File: src/rtl/tbp_pkg.sv
package tbp_pkg;

   // Default geometry
   localparam int TABLE_ENTRIES_DEF       = 1024;
   localparam int LOCAL_HISTORY_BITS_DEF  = 3;
   localparam int GLOBAL_HISTORY_BITS_DEF = 10;

   // Fixed field widths
   localparam int PC_W  = 32;
   localparam int CTR_W = 2;

   localparam logic [CTR_W-1:0] CTR_MAX       = 2'd3;
   localparam logic [CTR_W-1:0] CTR_MIN       = 2'd0;
   localparam logic [CTR_W-1:0] CTR_RESET     = 2'd3;
   localparam logic [CTR_W-1:0] CTR_TAKEN_MIN = 2'd2;

   typedef enum logic [1:0] {
      MODE_ALWAYS     = 2'd0,
      MODE_LOCAL      = 2'd1,
      MODE_GSHARE     = 2'd2,
      MODE_TOURNAMENT = 2'd3
   } mode_type;

   localparam mode_type MODE_RESET = MODE_TOURNAMENT;

   typedef enum logic [1:0] {
      ST_IDLE,
      ST_INDEX,
      ST_UPDATE
   } state_type;

   // Table port control
   typedef struct packed {
      logic rd_en;
      logic wr_entry;
      logic wr_gshare;
   } tbl_ctrl_type;

   // Which sides train on this branch
   typedef struct packed {
      logic train_local;
      logic train_gshare;
   } train_type;

   // Saturating 2-bit counter step
   function automatic logic [CTR_W-1:0] sat_move(input logic [CTR_W-1:0] c, input logic up);
      logic [CTR_W-1:0] r;
      r = c;
      if (up) begin
         if (c != CTR_MAX) r = c + CTR_W'(1);
      end else begin
         if (c != CTR_MIN) r = c - CTR_W'(1);
      end
      return r;
   endfunction

endpackage

File: src/rtl/tbp_index_unit.sv
module tbp_index_unit import tbp_pkg::*; #(
   parameter int TABLE_ENTRIES       = TABLE_ENTRIES_DEF,
   parameter int GLOBAL_HISTORY_BITS = GLOBAL_HISTORY_BITS_DEF,
   localparam int IDX_W              = $clog2(TABLE_ENTRIES)
) (
   input  logic                           clock,
   input  logic                           reset,
   input  logic                           start,
   input  logic [PC_W-1:0]                pc,
   input  logic [GLOBAL_HISTORY_BITS-1:0] ghist,
   output logic                           done,
   output logic [IDX_W-1:0]               entry_idx,
   output logic [IDX_W-1:0]               gshare_idx
);

   localparam bit IS_POW2 = (TABLE_ENTRIES & (TABLE_ENTRIES - 1)) == 0;

   logic [PC_W-1:0] hashed;

   assign hashed = pc ^ PC_W'(ghist);

   generate
      if (IS_POW2) begin : g_mask
         // Power-of-two table: modulo is the low bits
         logic [IDX_W-1:0] entry_ff;
         logic [IDX_W-1:0] gshare_ff;
         logic             done_ff;

         always_ff @(posedge clock) begin
            if (start) begin
               entry_ff  <= pc[IDX_W-1:0];
               gshare_ff <= hashed[IDX_W-1:0];
            end
         end

         always_ff @(posedge clock) begin
            if (reset) begin
               done_ff <= 1'b0;
            end else begin
               done_ff <= start;
            end
         end

         assign done       = done_ff;
         assign entry_idx  = entry_ff;
         assign gshare_idx = gshare_ff;
      end else begin : g_recip
         // Remainder by reciprocal multiply: the quotient estimate is low by at
         // most one, so one conditional subtract finishes it; two lanes
         localparam int Q_W = PC_W - IDX_W + 1;
         localparam int P_W = 2 * PC_W + 1;
         localparam int M_W = Q_W + IDX_W + 1;
         localparam logic [IDX_W:0] MODULUS = (IDX_W + 1)'(TABLE_ENTRIES);
         localparam logic [63:0] RECIP_FULL =
            (64'd1 << (PC_W + IDX_W)) / 64'(TABLE_ENTRIES);
         localparam logic [PC_W:0] RECIP = RECIP_FULL[PC_W:0];

         logic [PC_W-1:0]  a_ff;
         logic [PC_W-1:0]  b_ff;
         logic [Q_W-1:0]   qa_ff;
         logic [Q_W-1:0]   qb_ff;
         logic [IDX_W:0]   ra_ff;
         logic [IDX_W:0]   rb_ff;
         logic [IDX_W-1:0] entry_ff;
         logic [IDX_W-1:0] gshare_ff;
         logic [3:0]       stage_ff;
         logic [P_W-1:0]   prod_a;
         logic [P_W-1:0]   prod_b;
         logic [M_W-1:0]   qm_a;
         logic [M_W-1:0]   qm_b;

         function automatic logic [IDX_W-1:0] fold(input logic [IDX_W:0] r);
            logic [IDX_W:0] t;
            t = r;
            if (r >= MODULUS) t = r - MODULUS;
            return t[IDX_W-1:0];
         endfunction

         assign prod_a = P_W'(a_ff) * P_W'(RECIP);
         assign prod_b = P_W'(b_ff) * P_W'(RECIP);
         assign qm_a   = M_W'(qa_ff) * M_W'(MODULUS);
         assign qm_b   = M_W'(qb_ff) * M_W'(MODULUS);

         // Quotient estimate, raw remainder, final correction
         always_ff @(posedge clock) begin
            if (start) begin
               a_ff <= pc;
               b_ff <= hashed;
            end
            qa_ff     <= prod_a[PC_W + IDX_W +: Q_W];
            qb_ff     <= prod_b[PC_W + IDX_W +: Q_W];
            ra_ff     <= a_ff[IDX_W:0] - qm_a[IDX_W:0];
            rb_ff     <= b_ff[IDX_W:0] - qm_b[IDX_W:0];
            entry_ff  <= fold(ra_ff);
            gshare_ff <= fold(rb_ff);
         end

         always_ff @(posedge clock) begin
            if (reset) begin
               stage_ff <= '0;
            end else begin
               stage_ff <= {stage_ff[2:0], start};
            end
         end

         assign done       = stage_ff[3];
         assign entry_idx  = entry_ff;
         assign gshare_idx = gshare_ff;
      end
   endgenerate

endmodule

File: config.mk
export PLATFORM = sky130hd
export DESIGN_NAME = tbp_index_unit
export DESIGN_NICKNAME = d
export VERILOG_FILES = /design/src/rtl/tbp_pkg.sv /design/src/rtl/tbp_index_unit.sv
export SDC_FILE = /design/constraint.sdc
export NUM_CORES = 1
export LEC_CHECK = 0
export ABC_AREA = 1
export ABC_CLOCK_PERIOD_IN_PS = 1100
export BUFFER_PORTS_ARGS = -buffer_cell sky130_fd_sc_hd__buf_2
export CAP_MARGIN = 20
export CELL_PAD_IN_SITES_DETAIL_PLACEMENT = 2
export CELL_PAD_IN_SITES_GLOBAL_PLACEMENT = 2
export CORE_MARGIN = 3
export CORE_UTILIZATION = 23
export CTS_BUF_LIST = sky130_fd_sc_hd__clkbuf_2 sky130_fd_sc_hd__clkbuf_4 sky130_fd_sc_hd__clkbuf_8
export CTS_CLUSTER_SIZE = 10
export DETAILED_ROUTE_END_ITERATION = 7
export HOLD_SLACK_MARGIN = 0.02
export PLACE_DENSITY = 0.91
export SLEW_MARGIN = 20
export SYNTH_ARGS = -nofsm -noshare
export SYNTH_HDL_FRONTEND = slang
export SYNTH_SLANG_ARGS = --single-unit
File: constraint.sdc
create_clock -name clock -period 1.1 [get_ports clock]
set_input_delay 0.275 -clock clock [delete_from_list [all_inputs] [get_ports clock]]
set_output_delay 0.275 -clock clock [all_outputs]
set_load 0.02 [all_outputs]
==> results.ini, run 1 <==
[run_status]
outcome=finished, violations left
violations=setup timing

[clock_tree]
cts_tree=built
hold_buffers=0
htree_levels=1
clk_path_buf_depth=2
clockRootBuffer=clkbuf_4
clk_pin_slew_worst_paths_ns=0.11
cts_num_sinks=21
cts_buffers=3

[routing]
drc=0
num_vias=652
wl_met2_mm=1.28
wl_per_cell_um=12.3
met1_length_um=599
finalWirelength_mm=2.03
top_layer=met4
ant_nets=0
first_pass_iters=2
vias_per_cell=3.95
dr_wl_met3_um=122
drtIter0Drc=11

[layout]
final_area_mm2=0.00124
final_common_cell=nand2_1
final_cell_mix=nand2_1, buf_2, inv_1
multi_input_comb_area_um2=116
seq_area_um2=621
fillerInstances=371
syn_to_final_growth_pct=52.6
antenna_cells=0
drive_gt1_share_pct=39.7
final_nets=167

[synth]
synth_nets=118
synth_seq_cells=21
syn-cell-area_um2=816
ys_types=5
yosysSeqAreaShare_pct=76.1
synth_area_leaders=edfxtp_1, nand2_1, inv_1
synth_top_cell_by_area=edfxtp_1
syn_inst=73
synth_top_area_share_pct=73.6
yosysWarnings=0
synth_area_per_cell_um2=11.2

[worst_setup_path]
critPathMaxStageDelay_ns=0.41
start_kind=register
required_ns=0.82
cp_max_fo=1
endpoint_kind=primary output
crit_buf_inv=1
arrival_ns=0.87
worstSetupPathType=register to primary output
crit_family=flip-flops
cp_cell_sequence=buf_6
crit_slowest_cell=edfxtp_1

[placed_design]
gp_congestion=0.650
place_area_mm2=0.00111
dp_hpwl_mm=1.68
port_buffers=43

[power]
irDropWorstVdd_uv=344
power_density_mw_per_mm2=1370
leakage_uw=0.000640

[global_route]
gr-total-overflow=0
grt_usage_pct=9.93
antenna_found_initial=0
grt_pass1_vias=730
grt_max_degree=22
grt_pass1_wl_mm=3.11

[timing]
finalSetupViolations=20
slew_violations=0
fmax_mhz=876
tightest_slew_ns=0.119
fin_crit_sh_pct=104
rsz0062_at_grt=yes
finalHoldViolations=0
worst_slack_ns=-0.0409
fin_setup_tns_ns=-0.451
layout_min_cycle_time_ns=1.14
relSlewSlack_pct=92.1

[floorplanning]
die_area_mm2=0.00430
initial_utilization_pct=25.5
die_h_um=65.6
core_area_mm2=0.00320
rows=20
die_w_um=65.6
io_pins=66

[job]
cap_violations=0

[hold_path]
holdCritPathClass=input pin to register

==> state kept, by name (all words and copies together) (netlist names) <==
| signal | cells |
|---|---|
| done | 1 |
| entry_idx | 10 |
| gshare_idx | 10 |
==> Yosys cell counts (all sizes together) <==
master / count
nor2: 1
dfxtp: 1
inv: 21
edfxtp: 20
nand2: 30
==> per-stage QoR <==
| step | setup WS, ns | cells | hold slack, ns | utilization [%] | power, uW |
|---|---|---|---|---|---|
| floorplan | 0.376 | 73 | 0.346 | - | 1110 |
| global placement | 0.254 | 161 | 0.435 | 34.5 | 1240 |
| detailed placement | 0.246 | 161 | 0.438 | 34.5 | 1270 |
| CTS | -0.0688 | 165 | 0.0953 | 36.4 | 1690 |
| global route | -0.0946 | 165 | 0.0876 | 38.9 | 1790 |
| finish | -0.0409 | 165 | 0.107 | 38.9 | 1710 |
==> layout make-up <==
type | instances | share of cell area [%]
flip-flops and latches | 21 | 49.8
repair buffers | 44 | 27.6
multi-input cells | 31 | 9.35
inverters | 21 | 6.33
well taps | 44 | 4.42
clock buffers | 4 | 2.41
==> kinds of logic after synthesis <==
kind of cell | synth area share, %
buffers and inverters | 9.66
AND/OR/NAND/NOR | 14.3
flip-flops | 76.1
==> where the power goes <==
part / leakage [uW] / internal [uW] / switching, uW
clock network: 0.0000184 / 166 / 232
registers: 0.000204 / 951 / 26.8
logic: 0.000418 / 157 / 177
total: 0.000640 / 1270 / 436
==> final timing paths <==
kind                      from  slack [ns]  cells past startpoint           end
setup / recovery  entry_idx[9]       -0.04                      1  entry_idx[9]
hold / removal           reset        0.11                      2          done
==> timing repair <==
item                       CTS  global route
setup endpoints to repair   20            21
gates resized for setup     10            25
setup buffers                0             0
gates cloned                 0             0
==> layer usage <==
metal	vias to the layer above	track usage (%)
met5	-	0
met4	0	4.66
met3	2	2.39
met2	22	21.2
met1	314	8.03
li1	314	-
Power figures use the tool's default switching activity.
==> run 2, diff against run 1 <==
--- a/config.mk
+++ b/config.mk
@@ -12,5 +12,4 @@
 export CELL_PAD_IN_SITES_DETAIL_PLACEMENT = 2
 export CELL_PAD_IN_SITES_GLOBAL_PLACEMENT = 2
-export CORE_MARGIN = 3
 export CORE_UTILIZATION = 23
 export CTS_BUF_LIST = sky130_fd_sc_hd__clkbuf_2 sky130_fd_sc_hd__clkbuf_4 sky130_fd_sc_hd__clkbuf_8
==> constraint.sdc (replaced) <==
create_clock -name clock -period 1.1 [get_ports clock]
set_input_delay 0.055 -clock clock [delete_from_list [all_inputs] [get_ports clock]]
set_output_delay 0.055 -clock clock [all_outputs]
set_load 0.02 [all_outputs]
==> results.ini, run 2 (same netlist as run 1, synthesis figures left out) <==
[global_route]
grt_use_met2_pct=24.3
grt_pass1_wl_mm=2.78
grt_pass1_vias=730
gr-total-overflow=0
antenna_found_initial=0
use_met3_pct=1.26
grt_max_degree=22
grt_usage_pct=10.4
met1_usage_pct=7.60
globalRoute.busiestLayer=met2

[worst_setup_path]
crit_family=flip-flops
arrival_ns=0.86
crit_buf_inv=1
critPathMaxStageDelay_ns=0.39
cp_cell_sequence=buf_2
worstSetupPathType=register to primary output
start_kind=register
crit_slowest_cell=edfxtp_1
endpoint_kind=primary output
cp_max_fo=1
required_ns=1.04

[power]
irDropWorstVdd_uv=280
power_density_mw_per_mm2=1310
leakage_uw=0.000649
total_power_uw=1630

[run_status]
outcome=finished, final reports clean

[routing]
num_vias=682
drc=0
first_pass_iters=2
vias_per_cell=3.83
wl_per_cell_um=11.6
drtIter0Drc=8
finalWirelength_mm=2.06
ant_nets=0

[layout]
antenna_cells=0
syn_to_final_growth_pct=52.8
fillerInstances=403
drive_gt1_share_pct=36.4
final_common_cell=buf_2
multi_input_comb_area_um2=116
final_cell_mix=buf_2, nand2_1, inv_1
final_util_pct=37.1
seq_area_um2=621
final_nets=178

[floorplanning]
initial_utilization_pct=24.3
rows=21
die_area_mm2=0.00379
core_area_mm2=0.00336
die_w_um=61.6
die_h_um=61.6
io_pins=66

[timing]
fmax_mhz=1100
rsz0062_at_grt=no
relSlewSlack_pct=91.9
fin_setup_tns_ns=0
layout_min_cycle_time_ns=0.910
finalHoldViolations=0
tightest_slew_ns=0.122
finalSetupViolations=0
fin_crit_sh_pct=82.8
slew_violations=0

[hold_path]
hp-start=ghist[8]
hold_path_depth=3
holdPathEnd=gshare_idx[8]
holdCritPathClass=input pin to register

[placed_design]
gp_congestion=0.568
dp_hpwl_mm=1.57
port_buffers=43

[clock_tree]
cts_num_sinks=21
cts_buffers=3
clockRootBuffer=clkbuf_4
htree_levels=1
post_cts_buffers=0
clk_pin_slew_worst_paths_ns=0.12
cts_tree=built
clk_path_buf_depth=2

[job]
cap_violations=0

[run 2: area by class of cell]
class / instances / share of cell area (%)
well taps: 46 / 4.62
clock buffers: 3 / 1.81
flip-flops and latches: 21 / 49.8
repair buffers: 55 / 27.7
inverters: 21 / 6.33
multi-input cells: 31 / 9.34
clock inverters: 1 / 0.402
[run 2: how the worst max path moves through the flow]
stage / from / endpoint / slack [ns] / cells past startpoint
finish: gshare_idx[7] / gshare_idx[7] / 0.19 / 1
global route: gshare_idx[2] / gshare_idx[2] / 0.15 / 1
CTS: gshare_idx[5] / gshare_idx[5] / 0.17 / 1
detailed placement: start / entry_idx[8] / 0.46 / 2
global placement: start / entry_idx[8] / 0.48 / 2
floorplan: entry_idx[0] / entry_idx[0] / 0.60 / 0
[run 2: per-layer routing]
metal	up-vias	wire length [um]
met5	-	0
met4	0	29
met3	2	113
met2	26	1220
met1	319	699
li1	335	-
[run 2: what timing repair did]
item | 4_1_cts | 5_1_grt
hold buffers | 11 | 0
hold endpoints to repair | 11 | 0
resized for setup | 0 | 0
[run 2: through the flow]
| stage | hold WS (ns) | setup slack (ns) | instances | cell area (um2) |
|---|---|---|---|---|
| global placement | 0.216 | 0.475 | 163 | 1110 |
| detailed placement | 0.228 | 0.465 | 163 | 1110 |
| floorplan | 0.126 | 0.596 | 73 | 816 |
| CTS | 0.0334 | 0.165 | 178 | 1250 |
| global route | 0.0461 | 0.145 | 178 | 1250 |
| finish | 0.0458 | 0.190 | 178 | 1250 |
[run 2: power breakdown]
part	internal (uW)	total (uW)	leakage, uW	switching, uW
Combinational	122	303	0.000427	182
Sequential	950	967	0.000204	17.2
Clock	135	361	0.0000177	225
