`config.mk`:
```
export PLATFORM = sky130hd
export DESIGN_NAME = tbp_train
export DESIGN_NICKNAME = d
export VERILOG_FILES = /design/src/rtl/tbp_pkg.sv /design/src/rtl/tbp_train.sv
export SDC_FILE = /design/constraint.sdc
export NUM_CORES = 1
export LEC_CHECK = 0
export BUFFER_PORTS_ARGS = -buffer_cell sky130_fd_sc_hd__buf_2
export CORE_MARGIN = 3
export CORE_UTILIZATION = 41
export DETAILED_ROUTE_END_ITERATION = 6
export GPL_TIMING_DRIVEN = 0
export PLACE_DENSITY = 0.95
export SETUP_SLACK_MARGIN = 0.05
export SYNTH_ARGS = -nofsm -noshare
export SYNTH_HDL_FRONTEND = slang
export SYNTH_SLANG_ARGS = --single-unit
```
`constraint.sdc`:
```
create_clock -name vclk -period 3.58
set_input_delay 0.358 -clock vclk [all_inputs]
set_output_delay 0.358 -clock vclk [all_outputs]
set_load 0.01 [all_outputs]
```
`src/rtl/tbp_pkg.sv`:
```
package tbp_pkg;

   // Default geometry
   localparam int TABLE_ENTRIES_DEF       = 1024;
   localparam int LOCAL_HISTORY_BITS_DEF  = 3;
   localparam int GLOBAL_HISTORY_BITS_DEF = 10;

   // Fixed field widths
   localparam int PC_W  = 32;
   localparam int CTR_W = 2;

   localparam logic [CTR_W-1:0] CTR_MAX       = 2'd3;
   localparam logic [CTR_W-1:0] CTR_MIN       = 2'd0;
   localparam logic [CTR_W-1:0] CTR_RESET     = 2'd3;
   localparam logic [CTR_W-1:0] CTR_TAKEN_MIN = 2'd2;

   typedef enum logic [1:0] {
      MODE_ALWAYS     = 2'd0,
      MODE_LOCAL      = 2'd1,
      MODE_GSHARE     = 2'd2,
      MODE_TOURNAMENT = 2'd3
   } mode_type;

   localparam mode_type MODE_RESET = MODE_TOURNAMENT;

   typedef enum logic [1:0] {
      ST_IDLE,
      ST_INDEX,
      ST_UPDATE
   } state_type;

   // Table port control
   typedef struct packed {
      logic rd_en;
      logic wr_entry;
      logic wr_gshare;
   } tbl_ctrl_type;

   // Which sides train on this branch
   typedef struct packed {
      logic train_local;
      logic train_gshare;
   } train_type;

   // Saturating 2-bit counter step
   function automatic logic [CTR_W-1:0] sat_move(input logic [CTR_W-1:0] c, input logic up);
      logic [CTR_W-1:0] r;
      r = c;
      if (up) begin
         if (c != CTR_MAX) r = c + CTR_W'(1);
      end else begin
         if (c != CTR_MIN) r = c - CTR_W'(1);
      end
      return r;
   endfunction

endpackage

```
`src/rtl/tbp_train.sv`:
```
module tbp_train import tbp_pkg::*; #(
   parameter int LOCAL_HISTORY_BITS  = LOCAL_HISTORY_BITS_DEF,
   parameter int GLOBAL_HISTORY_BITS = GLOBAL_HISTORY_BITS_DEF,
   localparam int CNT_BITS           = CTR_W << LOCAL_HISTORY_BITS,
   localparam int ROW_W              = CTR_W + LOCAL_HISTORY_BITS + CNT_BITS
) (
   input  mode_type                       mode,
   input  logic                           taken,
   input  logic [ROW_W-1:0]               row,
   input  logic [CTR_W-1:0]               gshare_ctr,
   input  logic [GLOBAL_HISTORY_BITS-1:0] ghist,
   output logic                           predicted_taken,
   output logic                           prediction_correct,
   output logic                           used_global,
   output train_type                      train,
   output logic [ROW_W-1:0]               new_row,
   output logic [CTR_W-1:0]               new_gshare_ctr,
   output logic [GLOBAL_HISTORY_BITS-1:0] new_ghist
);

   logic [CNT_BITS-1:0]           counters;
   logic [CNT_BITS-1:0]           new_counters;
   logic [LOCAL_HISTORY_BITS-1:0] hist;
   logic [LOCAL_HISTORY_BITS-1:0] new_hist;
   logic [CTR_W-1:0]              chooser;
   logic [CTR_W-1:0]              new_chooser;
   logic [CTR_W-1:0]              local_ctr;
   logic [LOCAL_HISTORY_BITS:0]   ctr_sel;
   logic                          local_pred;
   logic                          gshare_pred;
   logic                          choose_global;
   logic                          local_ok;
   logic                          gshare_ok;

   // Unpack the entry row
   assign counters = row[CNT_BITS-1:0];
   assign hist     = row[CNT_BITS +: LOCAL_HISTORY_BITS];
   assign chooser  = row[CNT_BITS + LOCAL_HISTORY_BITS +: CTR_W];
   assign ctr_sel  = {hist, 1'b0};
   assign local_ctr = counters[ctr_sel +: CTR_W];

   assign local_pred    = local_ctr >= CTR_TAKEN_MIN;
   assign gshare_pred   = gshare_ctr >= CTR_TAKEN_MIN;
   assign choose_global = chooser >= CTR_TAKEN_MIN;
   assign local_ok      = local_pred == taken;
   assign gshare_ok     = gshare_pred == taken;

   // Prediction select by mode
   always_comb begin
      unique case (mode)
         MODE_ALWAYS: begin
            predicted_taken = 1'b1;
            used_global     = 1'b0;
            train           = '{train_local: 1'b0, train_gshare: 1'b0};
         end
         MODE_LOCAL: begin
            predicted_taken = local_pred;
            used_global     = 1'b0;
            train           = '{train_local: 1'b1, train_gshare: 1'b0};
         end
         MODE_GSHARE: begin
            predicted_taken = gshare_pred;
            used_global     = 1'b1;
            train           = '{train_local: 1'b0, train_gshare: 1'b1};
         end
         MODE_TOURNAMENT: begin
            predicted_taken = choose_global ? gshare_pred : local_pred;
            used_global     = choose_global;
            train           = '{train_local: 1'b1, train_gshare: 1'b1};
         end
         default: begin
            predicted_taken = 1'b1;
            used_global     = 1'b0;
            train           = '{train_local: 1'b0, train_gshare: 1'b0};
         end
      endcase
   end

   assign prediction_correct = predicted_taken == taken;

   // Chooser moves toward the side that alone was right
   always_comb begin
      new_chooser = chooser;
      if (mode == MODE_TOURNAMENT && local_ok != gshare_ok) begin
         new_chooser = sat_move(chooser, gshare_ok);
      end
   end

   // Local counter and history update
   always_comb begin
      new_counters = counters;
      new_counters[ctr_sel +: CTR_W] = sat_move(local_ctr, taken);
   end

   assign new_hist       = LOCAL_HISTORY_BITS'({hist, taken});
   assign new_row        = {new_chooser, new_hist, new_counters};
   assign new_gshare_ctr = sat_move(gshare_ctr, taken);
   assign new_ghist      = GLOBAL_HISTORY_BITS'({ghist, taken});

endmodule

```
==> flow_summary.yaml, run 1 <==
outcome:
  status: "complete, no violations"
sta:
  worst_pin_slew_ns: 0.505
  finalSetupTns_ns: 0
  period_minus_slack_ns: 2.52
  finalCritPeriodShare_pct: 70.5
  worst_slack_ns: 1.06
  final_max_slew_viol_count: 0
  final_hold_viol_count: 0
  finalSetupViolations: 0
  fmax_mhz: 396
  rsz0062_at_grt: "no"
  slew_headroom_pct: 66.3
critical_path:
  required_ns: 3.22
  crit_chain: "buf_6 -> mux4_2 -> mux2_2 -> buf_6 -> a21oi_2 -> nor2_1 -> mux2_2 -> buf_2"
  path_class: "in -> out"
  endpoint_kind: "output port"
  worstPathArrival_ns: 2.16
  slowest_stage: "mux4_2"
  critPathMaxStageDelay_ns: 0.49
  cp-start-kind: "input port"
  crit_fanout: 10
placement:
  place_hpwl_um: 2130
  place.gp.congestion: 0.752
  place_ws_ns: 1.07
  io_buffers: 63
layout:
  drive_above_1_share_pct: 60.0
  antenna_cells: 0
  seq_cells: 0
  nNetsFinal: 205
  area_growth_pct: 45.9
  clock_buffers: 0
  layout.area.seq_um2: 0
  mostFrequentLayoutCells: "buf_2 (63), mux2_2 (13), buf_4 (13)"
  final_common_cell: "buf_2"
detailed_routing:
  first_iter_violations: 35
  wl_per_cell_um: 13.1
  vias: 1007
  drtAntennaViolNets: 0
  first_pass_iters: 4
  post_drt_via_cell_ratio: 5.33
  wl_um: 2470
  drc: 0
grt:
  grt_antenna_before_repair: 0
  grt_overflow: 0
  grt.total_usage_pct: 19.9
  grt_pass1_vias: 954
  grt_max_degree: 11
  grt_pass1_wl_um: 4000
floorplan:
  core-area_mm2: 0.00161
  die_w_um: 48.8
  die_h_um: 48.8
  rows: 14
  ioPinCount: 74
  die_area_mm2: 0.00238
  initial_core_util_pct: 46.7
clock_network:
  ctsHoldBuffers: 0
  post_cts_buffers: 0
  cts_resized: 0
yosys:
  syn_avg_cell_area_um2: 7.37
  syn-cell-area_um2: 752
  ys_types: 30
  yosys.area.top_type_share_pct: 19.5
  postSynthCellCount: 102
  ys_seq_area_share_pct: 0
  ys_warn_count: 0
  yosys-top-cells-area: "mux2_2 (19%), buf_4 (13%), mux4_2 (12%), a21oi_1 (6.7%), nand2_1 (5.0%)"
  syn-num-nets: 140
  yosysTopAreaCell: "mux2_2"
run:
  maxCapViolCount: 0
power:
  p_leak_nw: 0.577
  power.density_mw_per_mm2: 159
  ir_drop_uv: 87.7
min_path:
  holdPathStages: 2
  hp-class: "in -> out"
==> final cells by class <==
class                           count  area, µm²
Multi-Input combinational cell     76        591
Fill cell                         140        514
Timing Repair Buffer               63        315
Buffer                             18        131
Inverter                            8       30.0
Tap cell                           24       30.0
==> final timing paths <==
kind / from / end / slack (ns)
max: row[16] / new_row[4] / 1.06
min: ghist[4] / new_ghist[5] / 0.90
==> worst max-delay path, delay by kind of cell <==
kind,cells,cell delay (ns)
buf+inv,3,0.41
compound gates,1,0.17
mux,3,1.09
simple gates,1,0.12
==> power breakdown <==
part	internal [W]	leakage, nW	switching, W
Combinational	0.0000840	0.577	0.0000903
Sequential	0	0	0
Clock	0	0	0
Total	0.0000840	0.577	0.0000903
==> through the flow <==
stage | instance area, µm² | util [%] | hold slack [ns] | instances | total power [W]
2_1_floorplan | 752 | - | 0.770 | 102 | 0.000110
6_report | 1100 | 68.1 | 0.900 | 189 | 0.000174
4_1_cts | 1100 | 68.1 | 0.902 | 189 | 0.000174
3_5_place_dp | 1100 | 68.1 | 0.902 | 189 | 0.000173
5_1_grt | 1100 | 68.1 | 0.908 | 189 | 0.000190
3_3_place_gp | 1100 | 68.1 | 0.901 | 189 | 0.000166
==> metal layers <==
| layer | vias up | part of all wire, % | wire (µm) | global-route usage (%) |
|---|---|---|---|---|
| met5 | - | 0 | 0 | 0 |
| met2 | 72 | 51 | 1270 | 38.9 |
| met3 | 2 | 10 | 248 | 2.75 |
| met4 | 0 | 0.36 | 9 | 5.69 |
| li1 | 483 | - | - | - |
| met1 | 450 | 38 | 944 | 21.7 |
==> cells in the mapped netlist <==
master and count:
a21oi_2 1, nand3_1 1, o31ai_1 4, mux2_2 13, and2_1 1, a21oi_1 10, a221oi_2 1, nand4_1 2
inv_1 8, mux2i_1 1, nor3_1 3, o21ai_0 1, a21boi_1 1, nor2_2 1, buf_4 13, or2_2 1
o41ai_1 1, a311oi_1 1, clkbuf_1 3, mux4_2 4, a21boi_0 1, a211oi_1 2, a21o_1 1, nor2_1 8
nand2b_1 3, nand2_1 10, xnor2_1 1, buf_6 2, a211o_1 1, ha_1 2
==> cells by family (layout without fill, tap and decap cells) <==
| kind of cell | Yosys count | in the layout | synth area share (%) |
|---|---|---|---|
| mux | 18 | 18 | 32.8 |
| fa+ha+maj | 2 | 2 | 3.33 |
| simple gates | 30 | 30 | 18.3 |
| xor+xnor | 1 | 1 | 1.16 |
| buf+inv | 26 | 89 | 21.5 |
| compound gates | 25 | 25 | 23.0 |
Power figures use the tool's default switching activity.
==> run 2: changes to the inputs <==
--- a/config.mk
+++ b/config.mk
@@ -7,10 +7,10 @@
 export LEC_CHECK = 0
 export BUFFER_PORTS_ARGS = -buffer_cell sky130_fd_sc_hd__buf_2
 export CORE_MARGIN = 3
-export CORE_UTILIZATION = 41
+export CORE_UTILIZATION = 35
 export DETAILED_ROUTE_END_ITERATION = 6
 export GPL_TIMING_DRIVEN = 0
-export PLACE_DENSITY = 0.95
+export PLACE_DENSITY = 0.88
 export SETUP_SLACK_MARGIN = 0.05
 export SYNTH_ARGS = -nofsm -noshare
 export SYNTH_HDL_FRONTEND = slang
==> constraint.sdc (replaced) <==
create_clock -name vclk -period 2.3
set_input_delay 0.23 -clock vclk [all_inputs]
set_output_delay 0.23 -clock vclk [all_outputs]
set_load 0.01 [all_outputs]
==> run 2 against run 1 <==
Compared with the run above:
- setup slack got worse by 0.96 ns
- cell area grew 4.7%
- wire length shrank 6.9%
- count of clock-buffer cells in the layout stayed put
- via count shrank 2.3%
- die area rose by 15%
- core utilization is 11 points lower
- non-clock buffer count increased by 1
- hold slack got worse by 0.26 ns
==> flow_summary.yaml, run 2 (same netlist as run 1, synthesis figures left out) <==
outcome:
  status: "complete, no violations"
layout:
  mostFrequentLayoutCells: "buf_2 (63), buf_4 (14), mux2_2 (12)"
  nNetsFinal: 206
  layout.area.seq_um2: 0
  final_common_cell: "buf_2"
  drive_above_1_share_pct: 63.9
  finalNonFillerCells: 193
  seq_cells: 0
  area_growth_pct: 52.7
  clock_buffers: 0
  antenna_cells: 0
  final_area_mm2: 0.00115
critical_path:
  endpoint_kind: "output port"
  path_class: "in -> out"
  crit_top_cell: "buf_6"
  crit_chain: "buf_6 -> mux4_2 -> mux2_4 -> buf_6 -> a211oi_2 -> a21oi_2 -> a221oi_2 -> buf_2"
  required_ns: 2.07
  cp-start-kind: "input port"
  crit_fanout: 10
  crit_buf_inv: 3
  worstPathArrival_ns: 1.97
  path_delay_family: "multiplexers"
  critPathMaxStageDelay_ns: 0.50
  slowest_stage: "mux4_2"
grt:
  grt_antenna_before_repair: 0
  grt_max_degree: 11
  grt_pass1_vias: 867
  grt.total_usage_pct: 15.3
  grt_overflow: 0
  grt_pass1_wl_um: 3420
run:
  maxCapViolCount: 0
sta:
  finalSetupViolations: 0
  final_hold_viol_count: 0
  fmax_mhz: 455
  finalSetupTns_ns: 0
  finalCritPeriodShare_pct: 95.5
  rsz0062_at_grt: "yes"
  period_minus_slack_ns: 2.20
  final_max_slew_viol_count: 0
  worst_pin_slew_ns: 0.612
  worst_slack_ns: 0.103
  slew_headroom_pct: 59.2
detailed_routing:
  dr_wl_met3_um: 269
  drc: 0
  drtAntennaViolNets: 0
  first_pass_iters: 4
  first_iter_violations: 39
  wl_met1_um: 890
  top_layer: "met4"
  post_drt_via_cell_ratio: 5.10
  route.met2.wl_um: 1110
  vias: 984
  wl_um: 2300
  wl_per_cell_um: 11.9
floorplan:
  initial_core_util_pct: 37.6
  core-area_mm2: 0.00200
  ioPinCount: 74
  rows: 16
  die_area_mm2: 0.00274
  die_h_um: 52.4
  die_w_um: 52.4
placement:
  dp_cells: 192
  placed_area_mm2: 0.00110
  place_hpwl_um: 1960
  io_buffers: 63
  place_ws_ns: 0.0493
  place.gp.congestion: 0.815
power:
  finalPower_w: 0.000286
  ir_drop_uv: 133
  p_leak_nw: 0.591
  power.density_mw_per_mm2: 249
min_path:
  hp-class: "in -> out"
clock_network:
  ctsHoldBuffers: 0
-- run 2: worst paths after layout --
kind	start	endpoint	slack (ns)	cells after the start
setup / recovery	row[16]	new_row[19]	0.10	8
hold / removal	ghist[5]	new_ghist[6]	0.64	2
-- run 2: per-stage QoR --
stage | utilization, % | hold WS (ns)
floorplan | - | 0.514
global route | 57.4 | 0.649
finish | 57.4 | 0.643
detailed placement | 55.0 | 0.645
global placement | 55.0 | 0.645
CTS | 55.1 | 0.644
-- run 2: per-layer routing --
layer | track usage [%] | vias up
met2 | 31.6 | 67
met3 | 0.855 | 4
li1 | - | 491
met4 | 3.40 | 0
met1 | 16.4 | 422
met5 | 0 | -
-- run 2: area by class of cell --
type | instances | area (µm²)
repair buffers | 64 | 323
fillers | 188 | 853
multi-input cells | 76 | 631
well taps | 27 | 33.8
plain buffers | 18 | 131
inverters | 8 | 30.0
-- run 2: report_power, final --
part	leakage (nW)	switching (W)	total [W]	internal [W]
clock network	0	0	0	0
registers	0	0	0	0
logic	0.591	0.000146	0.000286	0.000140
total	0.591	0.000146	0.000286	0.000140
-- run 2: what timing repair did --
item	4_1_cts	5_1_grt
setup endpoints to repair	1	14
resized for setup	1	8
pin swaps	0	3
endpoints found under the hold margin	0	0
setup buffers	0	1
